==> src/hw/rtl/bpa_pkg.sv <==
package bpa_pkg;

    localparam int FUNC_W  = 2;
    localparam int ORDER_W = 4;
    localparam int CFG_W   = 13;
    localparam logic [CFG_W-1:0] TOTAL_RST = 13'd4096;

    typedef enum logic [FUNC_W-1:0] {
        FN_ALLOC = 2'd0,
        FN_FREE  = 2'd1,
        FN_SEED  = 2'd2,
        FN_NONE  = 2'd3
    } bpa_func_t;

    typedef enum logic [4:0] {
        ST_CLEAR,
        ST_IDLE,
        ST_SCAN_RD,
        ST_SCAN_CK,
        ST_MARK,
        ST_A_SRCH,
        ST_A_POPW,
        ST_A_SPLIT,
        ST_A_SPUSH,
        ST_M_CHK,
        ST_M_USED,
        ST_T_STEP,
        ST_T_NEXT,
        ST_T_UNLINK,
        ST_PUSH,
        ST_S_NEXT,
        ST_S_ALN,
        ST_S_FIT,
        ST_S_PUSH,
        ST_DONE
    } bpa_state_t;

    typedef struct packed {
        logic idle;
        logic done;
        logic ok;
    } bpa_stat_t;

endpackage

==> src/hw/rtl/bpa_ctrl.sv <==
module bpa_ctrl #(
    parameter int PAGES = 4096,
    parameter int MAX_ORDER = 10,
    localparam int PW = $clog2(PAGES),
    localparam int CW = PW + 1,
    localparam int OW = $clog2(MAX_ORDER + 1)
) (
    input  logic                       clk,
    input  logic                       rst_n,
    input  logic                       start,
    input  logic [bpa_pkg::FUNC_W-1:0] func,
    input  logic [bpa_pkg::ORDER_W-1:0] order,
    input  logic [PW-1:0]              page,
    input  logic [CW-1:0]              range_end,
    input  logic [CW-1:0]              managed,
    input  logic                       res_free,
    output bpa_pkg::bpa_stat_t         stat,
    output logic [PW-1:0]              granted,
    output logic [CW-1:0]              free_cnt,
    output logic                       u_we,
    output logic [PW-1:0]              u_waddr,
    output logic                       u_wdata,
    output logic [PW-1:0]              u_raddr,
    input  logic                       u_rdata,
    output logic                       n_we,
    output logic [PW-1:0]              n_waddr,
    output logic [CW-1:0]              n_wdata,
    output logic [PW-1:0]              n_raddr,
    input  logic [CW-1:0]              n_rdata
);

    import bpa_pkg::*;

    localparam logic [CW-1:0] EMPTY = CW'(PAGES);
    localparam int HN = MAX_ORDER + 1;

    bpa_state_t    state_reg, state_next;
    bpa_func_t     func_reg, func_next;
    logic [OW-1:0] ord_reg, ord_next;
    logic [OW-1:0] rord_reg, rord_next;
    logic [PW-1:0] pg_reg, pg_next;
    logic [CW-1:0] end_reg, end_next;
    logic [CW-1:0] base_reg, base_next;
    logic [CW-1:0] idx_reg, idx_next;
    logic [CW-1:0] lim_reg, lim_next;
    logic [CW-1:0] cur_reg, cur_next;
    logic [CW-1:0] prev_reg, prev_next;
    logic [PW-1:0] bud_reg, bud_next;
    logic [CW-1:0] cnt_reg, cnt_next;
    logic          ok_reg, ok_next;
    logic [PW-1:0] grant_reg, grant_next;
    logic          mval_reg, mval_next;
    logic [PW-1:0] clr_reg, clr_next;
    logic [CW-1:0] head_reg [HN];

    logic          head_we;
    logic [CW-1:0] head_wd;
    logic [CW-1:0] head_sel;
    logic [CW-1:0] size_w;
    logic [CW-1:0] in_size;
    logic          in_ord_bad;
    logic          in_mis;
    logic          in_oob;
    logic          seed_oob;
    logic          scan_end;
    logic          ord_max;
    logic [PW-1:0] bud_c;
    logic          bud_oob;
    logic [CW-1:0] rem;
    logic          aln_bad;
    logic          fit_bad;
    logic [PW-1:0] half;

    always_comb
    begin
        head_sel   = head_reg[ord_reg];
        size_w     = CW'(1) << ord_reg;
        in_size    = CW'(1) << order;
        in_ord_bad = int'(order) > MAX_ORDER;
        in_mis     = ({1'b0, page} & (in_size - CW'(1))) != '0;
        in_oob     = ({2'b0, page} + {1'b0, in_size}) > {1'b0, managed};
        seed_oob   = range_end > managed;
        scan_end   = idx_reg >= lim_reg;
        ord_max    = ord_reg == OW'(MAX_ORDER);
        bud_c      = pg_reg ^ size_w[PW-1:0];
        bud_oob    = ({2'b0, bud_c} + {1'b0, size_w}) > {1'b0, managed};
        rem        = end_reg - base_reg;
        aln_bad    = (base_reg != '0) && ((base_reg & (size_w - CW'(1))) != '0);
        fit_bad    = size_w > rem;
        half       = pg_reg + size_w[PW-1:0];
    end

    // next state
    always_comb
    begin
        state_next = state_reg;
        unique case (state_reg)
            ST_CLEAR:
            begin
                if (clr_reg == PW'(PAGES - 1))
                begin
                    state_next = ST_IDLE;
                end
            end
            ST_IDLE:
            begin
                if (start)
                begin
                    unique case (bpa_func_t'(func))
                        FN_ALLOC: state_next = in_ord_bad ? ST_DONE : ST_A_SRCH;
                        FN_FREE:  state_next = (in_ord_bad || in_mis || in_oob) ?
                                               ST_DONE : ST_SCAN_RD;
                        FN_SEED:  state_next = seed_oob ? ST_DONE : ST_SCAN_RD;
                        FN_NONE:  state_next = ST_DONE;
                        default:  state_next = ST_DONE;
                    endcase
                end
            end
            ST_SCAN_RD:
            begin
                if (!scan_end)
                begin
                    state_next = ST_SCAN_CK;
                end
                else if (func_reg == FN_FREE)
                begin
                    state_next = ST_MARK;
                end
                else
                begin
                    state_next = ST_S_NEXT;
                end
            end
            ST_SCAN_CK:  state_next = u_rdata ? ST_SCAN_RD : ST_DONE;
            ST_MARK:
            begin
                if (scan_end)
                begin
                    priority case (func_reg)
                        FN_FREE: state_next = ST_M_CHK;
                        FN_SEED: state_next = ST_S_PUSH;
                        default: state_next = ST_DONE;
                    endcase
                end
            end
            ST_A_SRCH:
            begin
                if (head_sel < EMPTY)
                begin
                    state_next = ST_A_POPW;
                end
                else if (ord_max)
                begin
                    state_next = ST_DONE;
                end
            end
            ST_A_POPW:   state_next = ST_A_SPLIT;
            ST_A_SPLIT:  state_next = (ord_reg > rord_reg) ? ST_A_SPUSH : ST_MARK;
            ST_A_SPUSH:  state_next = ST_A_SPLIT;
            ST_M_CHK:    state_next = (ord_max || bud_oob) ? ST_PUSH : ST_M_USED;
            ST_M_USED:   state_next = u_rdata ? ST_PUSH : ST_T_STEP;
            ST_T_STEP:
            begin
                if (cur_reg >= EMPTY)
                begin
                    state_next = ST_PUSH;
                end
                else if (cur_reg[PW-1:0] == bud_reg)
                begin
                    state_next = ST_T_UNLINK;
                end
                else
                begin
                    state_next = ST_T_NEXT;
                end
            end
            ST_T_NEXT:   state_next = ST_T_STEP;
            ST_T_UNLINK: state_next = ST_M_CHK;
            ST_PUSH:     state_next = ST_DONE;
            ST_S_NEXT:   state_next = (base_reg >= end_reg) ? ST_DONE : ST_S_ALN;
            ST_S_ALN:
            begin
                if (!(ord_reg != '0 && aln_bad))
                begin
                    state_next = ST_S_FIT;
                end
            end
            ST_S_FIT:
            begin
                if (!(ord_reg != '0 && fit_bad))
                begin
                    state_next = ST_MARK;
                end
            end
            ST_S_PUSH:   state_next = ST_S_NEXT;
            ST_DONE:
            begin
                if (res_free)
                begin
                    state_next = ST_IDLE;
                end
            end
            default:     state_next = ST_IDLE;
        endcase
    end

    // memory ports and status
    always_comb
    begin
        u_we    = 1'b0;
        u_waddr = idx_reg[PW-1:0];
        u_wdata = mval_reg;
        u_raddr = idx_reg[PW-1:0];
        n_we    = 1'b0;
        n_waddr = pg_reg;
        n_wdata = head_sel;
        n_raddr = cur_reg[PW-1:0];
        head_we = 1'b0;
        head_wd = n_rdata;
        stat.idle = state_reg == ST_IDLE;
        stat.done = state_reg == ST_DONE;
        stat.ok   = ok_reg;
        unique case (state_reg)
            ST_CLEAR:
            begin
                u_we    = 1'b1;
                u_waddr = clr_reg;
                u_wdata = 1'b1;
            end
            ST_MARK:     u_we = !scan_end;
            ST_A_SRCH:   n_raddr = head_sel[PW-1:0];
            ST_A_POPW:   head_we = 1'b1;
            ST_A_SPUSH:
            begin
                n_we    = 1'b1;
                n_waddr = half;
                head_we = 1'b1;
                head_wd = {1'b0, half};
            end
            ST_M_CHK:    u_raddr = bud_c;
            ST_T_UNLINK:
            begin
                if (prev_reg == EMPTY)
                begin
                    head_we = 1'b1;
                end
                else
                begin
                    n_we    = 1'b1;
                    n_waddr = prev_reg[PW-1:0];
                    n_wdata = n_rdata;
                end
            end
            ST_PUSH:
            begin
                n_we    = 1'b1;
                head_we = 1'b1;
                head_wd = {1'b0, pg_reg};
            end
            ST_S_PUSH:
            begin
                n_we    = 1'b1;
                n_waddr = base_reg[PW-1:0];
                head_we = 1'b1;
                head_wd = base_reg;
            end
            default:
            begin
                u_we = 1'b0;
            end
        endcase
    end

    // datapath
    always_comb
    begin
        func_next  = func_reg;
        ord_next   = ord_reg;
        rord_next  = rord_reg;
        pg_next    = pg_reg;
        end_next   = end_reg;
        base_next  = base_reg;
        idx_next   = idx_reg;
        lim_next   = lim_reg;
        cur_next   = cur_reg;
        prev_next  = prev_reg;
        bud_next   = bud_reg;
        cnt_next   = cnt_reg;
        ok_next    = ok_reg;
        grant_next = grant_reg;
        mval_next  = mval_reg;
        clr_next   = clr_reg;
        unique case (state_reg)
            ST_CLEAR:    clr_next = clr_reg + PW'(1);
            ST_IDLE:
            begin
                if (start)
                begin
                    func_next  = bpa_func_t'(func);
                    ord_next   = OW'(order);
                    rord_next  = OW'(order);
                    pg_next    = page;
                    end_next   = range_end;
                    base_next  = {1'b0, page};
                    idx_next   = {1'b0, page};
                    lim_next   = (bpa_func_t'(func) == FN_FREE) ?
                                 ({1'b0, page} + in_size) : range_end;
                    ok_next    = 1'b0;
                    grant_next = '0;
                end
            end
            ST_SCAN_RD:
            begin
                if (scan_end && func_reg == FN_FREE)
                begin
                    idx_next  = {1'b0, pg_reg};
                    lim_next  = {1'b0, pg_reg} + size_w;
                    mval_next = 1'b0;
                    cnt_next  = cnt_reg + size_w;
                end
            end
            ST_SCAN_CK:  idx_next = idx_reg + CW'(1);
            ST_MARK:
            begin
                if (!scan_end)
                begin
                    idx_next = idx_reg + CW'(1);
                end
            end
            ST_A_SRCH:
            begin
                if (head_sel < EMPTY)
                begin
                    pg_next = head_sel[PW-1:0];
                end
                else if (!ord_max)
                begin
                    ord_next = ord_reg + OW'(1);
                end
            end
            ST_A_SPLIT:
            begin
                if (ord_reg > rord_reg)
                begin
                    ord_next = ord_reg - OW'(1);
                end
                else
                begin
                    idx_next   = {1'b0, pg_reg};
                    lim_next   = {1'b0, pg_reg} + size_w;
                    mval_next  = 1'b1;
                    cnt_next   = cnt_reg - size_w;
                    grant_next = pg_reg;
                    ok_next    = 1'b1;
                end
            end
            ST_M_CHK:    bud_next = bud_c;
            ST_M_USED:
            begin
                cur_next  = head_sel;
                prev_next = EMPTY;
            end
            ST_T_NEXT:
            begin
                prev_next = cur_reg;
                cur_next  = n_rdata;
            end
            ST_T_UNLINK:
            begin
                pg_next  = pg_reg & ~size_w[PW-1:0];
                ord_next = ord_reg + OW'(1);
            end
            ST_PUSH:     ok_next = 1'b1;
            ST_S_NEXT:
            begin
                if (base_reg >= end_reg)
                begin
                    ok_next = 1'b1;
                end
                else
                begin
                    ord_next = OW'(MAX_ORDER);
                end
            end
            ST_S_ALN:
            begin
                if (ord_reg != '0 && aln_bad)
                begin
                    ord_next = ord_reg - OW'(1);
                end
            end
            ST_S_FIT:
            begin
                if (ord_reg != '0 && fit_bad)
                begin
                    ord_next = ord_reg - OW'(1);
                end
                else
                begin
                    idx_next  = base_reg;
                    lim_next  = base_reg + size_w;
                    mval_next = 1'b0;
                    cnt_next  = cnt_reg + size_w;
                end
            end
            ST_S_PUSH:   base_next = base_reg + size_w;
            default:
            begin
                clr_next = clr_reg;
            end
        endcase
    end

    always_ff @(posedge clk or negedge rst_n)
    begin
        if (!rst_n)
        begin
            state_reg <= ST_CLEAR;
            clr_reg   <= '0;
            cnt_reg   <= '0;
            ok_reg    <= 1'b0;
            for (int i = 0; i < HN; i++)
            begin
                head_reg[i] <= EMPTY;
            end
        end
        else
        begin
            state_reg <= state_next;
            clr_reg   <= clr_next;
            cnt_reg   <= cnt_next;
            ok_reg    <= ok_next;
            if (head_we)
            begin
                head_reg[ord_reg] <= head_wd;
            end
        end
    end

    always_ff @(posedge clk)
    begin
        func_reg  <= func_next;
        ord_reg   <= ord_next;
        rord_reg  <= rord_next;
        pg_reg    <= pg_next;
        end_reg   <= end_next;
        base_reg  <= base_next;
        idx_reg   <= idx_next;
        lim_reg   <= lim_next;
        cur_reg   <= cur_next;
        prev_reg  <= prev_next;
        bud_reg   <= bud_next;
        grant_reg <= grant_next;
        mval_reg  <= mval_next;
    end

    assign granted  = grant_reg;
    assign free_cnt = cnt_reg;

endmodule

==> config.mk <==
export PLATFORM = sky130hd
export DESIGN_NAME = bpa_ctrl
export DESIGN_NICKNAME = d
export VERILOG_FILES = /design/src/hw/rtl/bpa_pkg.sv /design/src/hw/rtl/bpa_ctrl.sv
export SDC_FILE = /design/constraint.sdc
export NUM_CORES = 1
export LEC_CHECK = 0
export BUFFER_PORTS_ARGS = -buffer_cell sky130_fd_sc_hd__buf_4
export CORE_MARGIN = 5
export CORE_UTILIZATION = 45
export CTS_CLUSTER_SIZE = 12
export DETAILED_ROUTE_END_ITERATION = 16
export PLACE_DENSITY = 0.65
export SYNTH_ARGS = -nofsm -noshare
export SYNTH_HDL_FRONTEND = slang
export SYNTH_SLANG_ARGS = --single-unit
==> constraint.sdc <==
create_clock -name clk -period 9.35 [get_ports clk]
set_input_delay 1.87 -clock clk [delete_from_list [all_inputs] [get_ports clk]]
set_output_delay 1.87 -clock clk [all_outputs]
set_load 0.03 [all_outputs]
-- Word level (Yosys, flattened, before mapping)
Cells that the tools add are included.
- bits in registers: 299
- bits of input ports: 62
- logic and storage cells: 229
- $add $sub $neg: 15
- order comparisons: 12
- equality and inequality tests: 46
- shifts and indexed selects: 2
- multiplexer cells: 83
- bitwise gates (word level): 6
- reduce and logical (&&, ||, !) cells: 37
- operators by type and width (kind ; number):
    13-bit two-way mux ; 18
    143-bit bitwise mux ; 1
    12-bit two-way mux ; 8
    5-bit case mux with 19 select lines ; 1
    13-bit case mux with 2 select lines ; 3
    13-bit case mux with 3 select lines ; 2
    13-bit case mux with 6 select lines ; 1
    12-bit case mux with 3 select lines ; 2
    5-bit two-way mux ; 12
    13-bit binary-select mux with 4-bit select ; 1
    13-bit demux with 4-bit select ; 1
    13-bit case mux with 4 select lines ; 1
    5-bit by 4-bit == test with 1-bit output (second input constant) ; 8
    4-bit two-way mux ; 10
    13-bit nonzero test ; 3
    2-bit inequality test (second input constant) ; 17
    12-bit by 13-bit adder with 14-bit output ; 2
    14-bit by 13-bit > comparator with 1-bit output ; 2
    4-bit case mux with 7 select lines ; 1
    12-bit by 13-bit adder with 13-bit output ; 2
    13-bit adder ; 2
    13-bit greater-or-equal comparator ; 2
    13-bit > comparator ; 2
    1-bit by 4-bit left shift with 13-bit output (first input constant) ; 2
    59 further kinds ; 97

-- Longest topological paths before layout
- word-level depth: 10
- mapped depth: 24
- mapped depth without buffers: 22

-- Worst setup path before layout
OpenSTA, ideal clock, no wires.
- kind: input-to-reg
- start: input port order[2] in the netlist's numbering
- end: register state_reg[4]
- arrival: 5.619 ns
- required time: 9.225 ns
- path slack: 3.606 ns
- stages on the path: 24
- path through: buf_2 -> clkbuf_1 -> nor2_1 -> nand2_1 -> inv_1 -> ha_1 -> inv_1 -> fa_1 -> nor2b_1 -> o31a_1 -> o31a_1 -> nor4_1 -> o31ai_1 -> a21o_1 -> xnor2_1 -> inv_1 -> ha_1 -> nand2_1 -> nor4_1 -> nor2_1 -> a211oi_1 -> a311o_2 -> o21ai_0 -> mux2_4
- longest elaborated chain between the ends: 10
- ends and longest elaborated chain (what ; line ; source):
    start: declaration ; bpa_ctrl.sv:12 ; input logic [bpa_pkg::ORDER_W-1:0] order,
    branches (longest 7 deep; another with 12-bit by 13-bit adder with 14-bit output) ; - ;
    5-bit case mux with 4 select lines * ; bpa_ctrl.sv:109 ; unique case (bpa_func_t'(func))
    5-bit two-way mux * ; bpa_ctrl.sv:107 ; if (start)
    5-bit case mux with 19 select lines * ; bpa_ctrl.sv:97 ; unique case (state_reg)
    end signal: assignment ; bpa_ctrl.sv:429 ; state_reg <= state_next;
    end: declaration ; bpa_ctrl.sv:37 ; bpa_state_t state_reg, state_next;
Every way passes the cells marked *. The select of a mux whose other input is x is not followed.
A chain may end at the register's enable or synchronous reset.

-- Final worst setup path
- start: register ord_reg[0]
- end: output port n_waddr[11]
- longest elaborated chain between the ends: 3
- ends and longest elaborated chain (what ; line ; source):
    start: declaration ; bpa_ctrl.sv:39 ; logic [OW-1:0] ord_reg, ord_next;
    start signal: assignment ; bpa_ctrl.sv:443 ; ord_reg <= ord_next;
    1-bit by 4-bit left shift with 13-bit output ; bpa_ctrl.sv:77 ; size_w = CW'(1) << ord_reg;
    12-bit adder ; bpa_ctrl.sv:90 ; half = pg_reg + size_w[PW-1:0];
    12-bit case mux with 3 select lines ; bpa_ctrl.sv:223 ; unique case (state_reg)
    end: declaration ; bpa_ctrl.sv:26 ; output logic [PW-1:0] n_waddr,
Every way passes these cells.

==> implementation parameters <==
Parameter                              Value

Setup path
  Kind of capture point of the worst setup path    output port
  Startpoint of the worst-slack reg-to-reg timing path    base_reg[2]
  Crit path cell chain    buf_4 -> inv_2 -> nor2_1 -> nand2_1 -> inv_1 -> ha_1 -> nand2b_1 -> a221oi_1 -> o21ai_0 -> o21ai_0 -> o21a_1 -> o211ai_1 -> a221o_1 -> buf_4
  Worst Path Arrival    approximately 4.5 ns
  Max FO, Critical Path    35
  Required time reported for the critical path endpoint    around 7.5 ns
  R2r endpoint    free_cnt[7]
  Startpoint type of the worst setup path    register
  Master of the slowest instance on the critical path    sky130_fd_sc_hd__buf_4
  Flop2flop setup slack    between 3 and 4 ns
  Delay of the slowest critical-path stage    between 0.4 and 0.5 ns
  Worst reg-to-reg path cell count    17
  Worst setup path class    register to output port

Synth
  Total nets after synthesis    between 2k and 3k
  Part of the Yosys area used for sequential elements    between 30% and 40%
  Ys async rst share    58.2%
  Top post-synthesis cells by area    sky130_fd_sc_hd__dfrtp_1 20%, sky130_fd_sc_hd__edfxtp_1 18%, sky130_fd_sc_hd__ha_1 9.7%
  Syn Std Cell Area    approximately 0.021 mm^2
  Post-synthesis cell type with the largest combined area    sky130_fd_sc_hd__dfrtp_1
  Number of unique standard cell types used by synthesis    ~90
  Top_reg_cell synth    sky130_fd_sc_hd__dfrtp_1
  Synthesized area per cell    about 9 um^2
  Share of the synthesized area in the top cell type    between 10% and 20%
  Synth Register Bits    ~300
  Count of synthesis-stage warnings from yosys    0
  Cell count after synthesis    ~2.3k
  Count of flip-flops with a built-in enable after synthesis    125

Timing
  Final cycle utilization of the critical path    between 60% and 70%
  Tightest Pin Transition    around 1.2 ns
  Hold violation count in the final report    0
  Worst hold margin    about 0.48 ns
  Final setup viols    0
  Post-route clock skew    approximately 0.031 ns
  Relative slew margins    approximately 21%
  Maximum clock rate    approximately 160 MHz
  TNS Setup    0 ns
  Max-slew violation total from the final report    0
  Final period demand of the worst path    between 6 and 7 ns
  RSZ-0062 raised after global routing    false

Hold path
  Hold Crit Class    register to register
  Endpoint with the worst hold slack    head_reg[46]
  Hold Path Stages    2
  Hold path startpoint    head_reg[46]

Floorplanning
  Die footprint    0.0508 mm^2
  Num ports    around 150
  Die extent in y    225 um
  Core area    around 0.046 mm^2
  Site row count    a little under 80
  Starting Density    45.2%
  Die width    about 230 um

Power and ir drop
  P per Cell Area    about 350 mW/mm^2
  Maximum VDD drop    about 300 uV
  Leakage power total    10.6 nW

Detailed routing
  TritonRoute pass-1 iters    6
  Via/cell ratio    roughly 6
  Routed wirelength normalized by instance count    approximately 25 um
  Post-route ant nets    0
  Number of DRC markers in iteration 0    2,387
  Total via count in the routed design    approximately 19k
  Wire length reported by the detailed router    75.6 mm
  Post-detailed-route DRC marker count    0

Layout
  FF+latch area    between 0.008 and 0.009 mm^2
  Multi-input gate area    0.0118 mm^2
  Largest register FFs    between 100 and 150
  Final std cells w/o fill    3,060
  Final net count    approximately 2.7k
  FILL cells    4,239
  Relative area change from synthesis to final layout    14.3%
  Leading cell type in the layout, fill and taps excluded    sky130_fd_sc_hd__nand2_1
  Commonest non-fill, non-tap cells in the layout    346 x sky130_fd_sc_hd__nand2_1, 269 x sky130_fd_sc_hd__o21ai_0, 204 x sky130_fd_sc_hd__buf_4
  Share of post-route cells with drive strength above 1    between 10 and 15%

Global routing
  Antenna violations before repair    3
  Via count of the first global-routing pass    between 15k and 20k
  Maximum number of pins on one net before global-route repair    84
  Global-route wire length before repair    about 110 mm
  Total global routing track utilization    slightly below 30%
  Overflow left after global routing    0

Clock network
  CTS resizes    0
  Post-CTS Hold Fix Bufs    0
  Clock latency reported for the late side of the worst-skew pair    roughly 0.58 ns
  Clock sink count    between 200 and 300
  CTS tree    yes
  Buffer cell driving the clock tree root    sky130_fd_sc_hd__clkbuf_16
  Longest Clk Path Bufs    3
  Total clock buffers created by CTS    37
  Post-CTS repair timing setup buffer count    0
  H-tree Lvls    2
  Clock transition at the registers of the reported paths    0.06 ns

Placement
  Cell total after placement    2,992
  GP Congestion    roughly 1.0
  Detail Placement HPWL    between 50 and 60 mm
  PortBufs    153

Outcome
  Result of the run    finished, final reports clean

Job
  Max capacitance violation total    0
cell families after synthesis:
logic type               share of synthesized area [%]
multiplexers                                      6.37
XOR/XNOR                                          4.53
adder cells (fa/ha/maj)                           10.2
AO/OA/AOI/OAI                                     18.2
flip-flops                                        38.9
buffers and inverters                             4.79
AND/OR/NAND/NOR                                   16.9
Yosys cell counts, types with 21 or more instances:
cell type                  count
sky130_fd_sc_hd__nand2_1     346
sky130_fd_sc_hd__o21ai_0     269
sky130_fd_sc_hd__nor2_1      182
sky130_fd_sc_hd__dfrtp_1     163
sky130_fd_sc_hd__ha_1        161
sky130_fd_sc_hd__edfxtp_1    125
sky130_fd_sc_hd__inv_1       112
sky130_fd_sc_hd__a21oi_1      95
sky130_fd_sc_hd__clkbuf_1     87
sky130_fd_sc_hd__xnor2_1      79
sky130_fd_sc_hd__mux2i_1      42
sky130_fd_sc_hd__nand3_1      40
sky130_fd_sc_hd__nor3_1       36
sky130_fd_sc_hd__nand2b_1     34
sky130_fd_sc_hd__mux2_2       29
sky130_fd_sc_hd__xor2_1       29
sky130_fd_sc_hd__buf_2        27
sky130_fd_sc_hd__mux4_2       24
sky130_fd_sc_hd__nand4_1      24
sky130_fd_sc_hd__and3_1       21
final cells by class:
class / instances / area share (%)
multi-input combinational: 1762 / 49.4
sequential: 299 / 34.0
timing repair buffer: 205 / 6.47
clock buffer: 52 / 4.33
tap: 607 / 3.18
inverter: 119 / 1.87
clock inverter: 15 / 0.671
antenna: 1 / 0.0105
stage by stage:
| stage | setup slack (ns) | util [%] | total power [mW] | instance area, um^2 |
|---|---|---|---|---|
| 3_5_place_dp | 3.21 | 49.1 | 6.80 | 22700 |
| 6_report | 2.94 | 51.7 | 8.29 | 23900 |
| 5_1_grt | 2.64 | 51.7 | 8.77 | 23900 |
| 2_1_floorplan | 3.61 | - | 5.19 | 20900 |
| 4_1_cts | 2.98 | 51.7 | 8.24 | 23900 |
| 3_3_place_gp | 3.19 | 49.1 | 6.71 | 22700 |
critical path: cells and delay by family (launching register included):
family | cells | cell delay [ns]
buf+inv | 4 | 1.20
fa+ha+maj | 1 | 0.40
compound gates | 6 | 1.53
flops | 1 | 0.34
simple gates | 3 | 0.50
power by group:
part | switching, mW | total (mW) | internal (mW)
Sequential | 0.334 | 2.18 | 1.85
Clock | 0.598 | 1.41 | 0.813
Combinational | 3.00 | 4.69 | 1.69
Total | 3.93 | 8.29 | 4.35
worst max-delay path by stage:
| stage | slack [ns] | cells after the start | startpoint | end |
|---|---|---|---|---|
| detailed placement | 3.21 | 20 | order[0] | state_reg[4] |
| finish | 2.94 | 14 | ord_reg[0] | n_waddr[11] |
| CTS | 2.98 | 14 | ord_reg[0] | n_waddr[11] |
| global route | 2.64 | 14 | ord_reg[0] | n_waddr[11] |
| floorplan | 3.61 | 24 | order[2] | state_reg[4] |
| global placement | 3.19 | 20 | order[0] | state_reg[4] |
layer usage:
layer  vias up  global-route usage [%]  routed length (um)
li1       8565                       -                   -
met1      8998                    39.9               31600
met2       911                    45.8               34200
met3       186                    5.31                6250
met4         4                    12.1                3530
met5         -                       0                  24
Note: power is estimated with default switching activity, not from simulation.
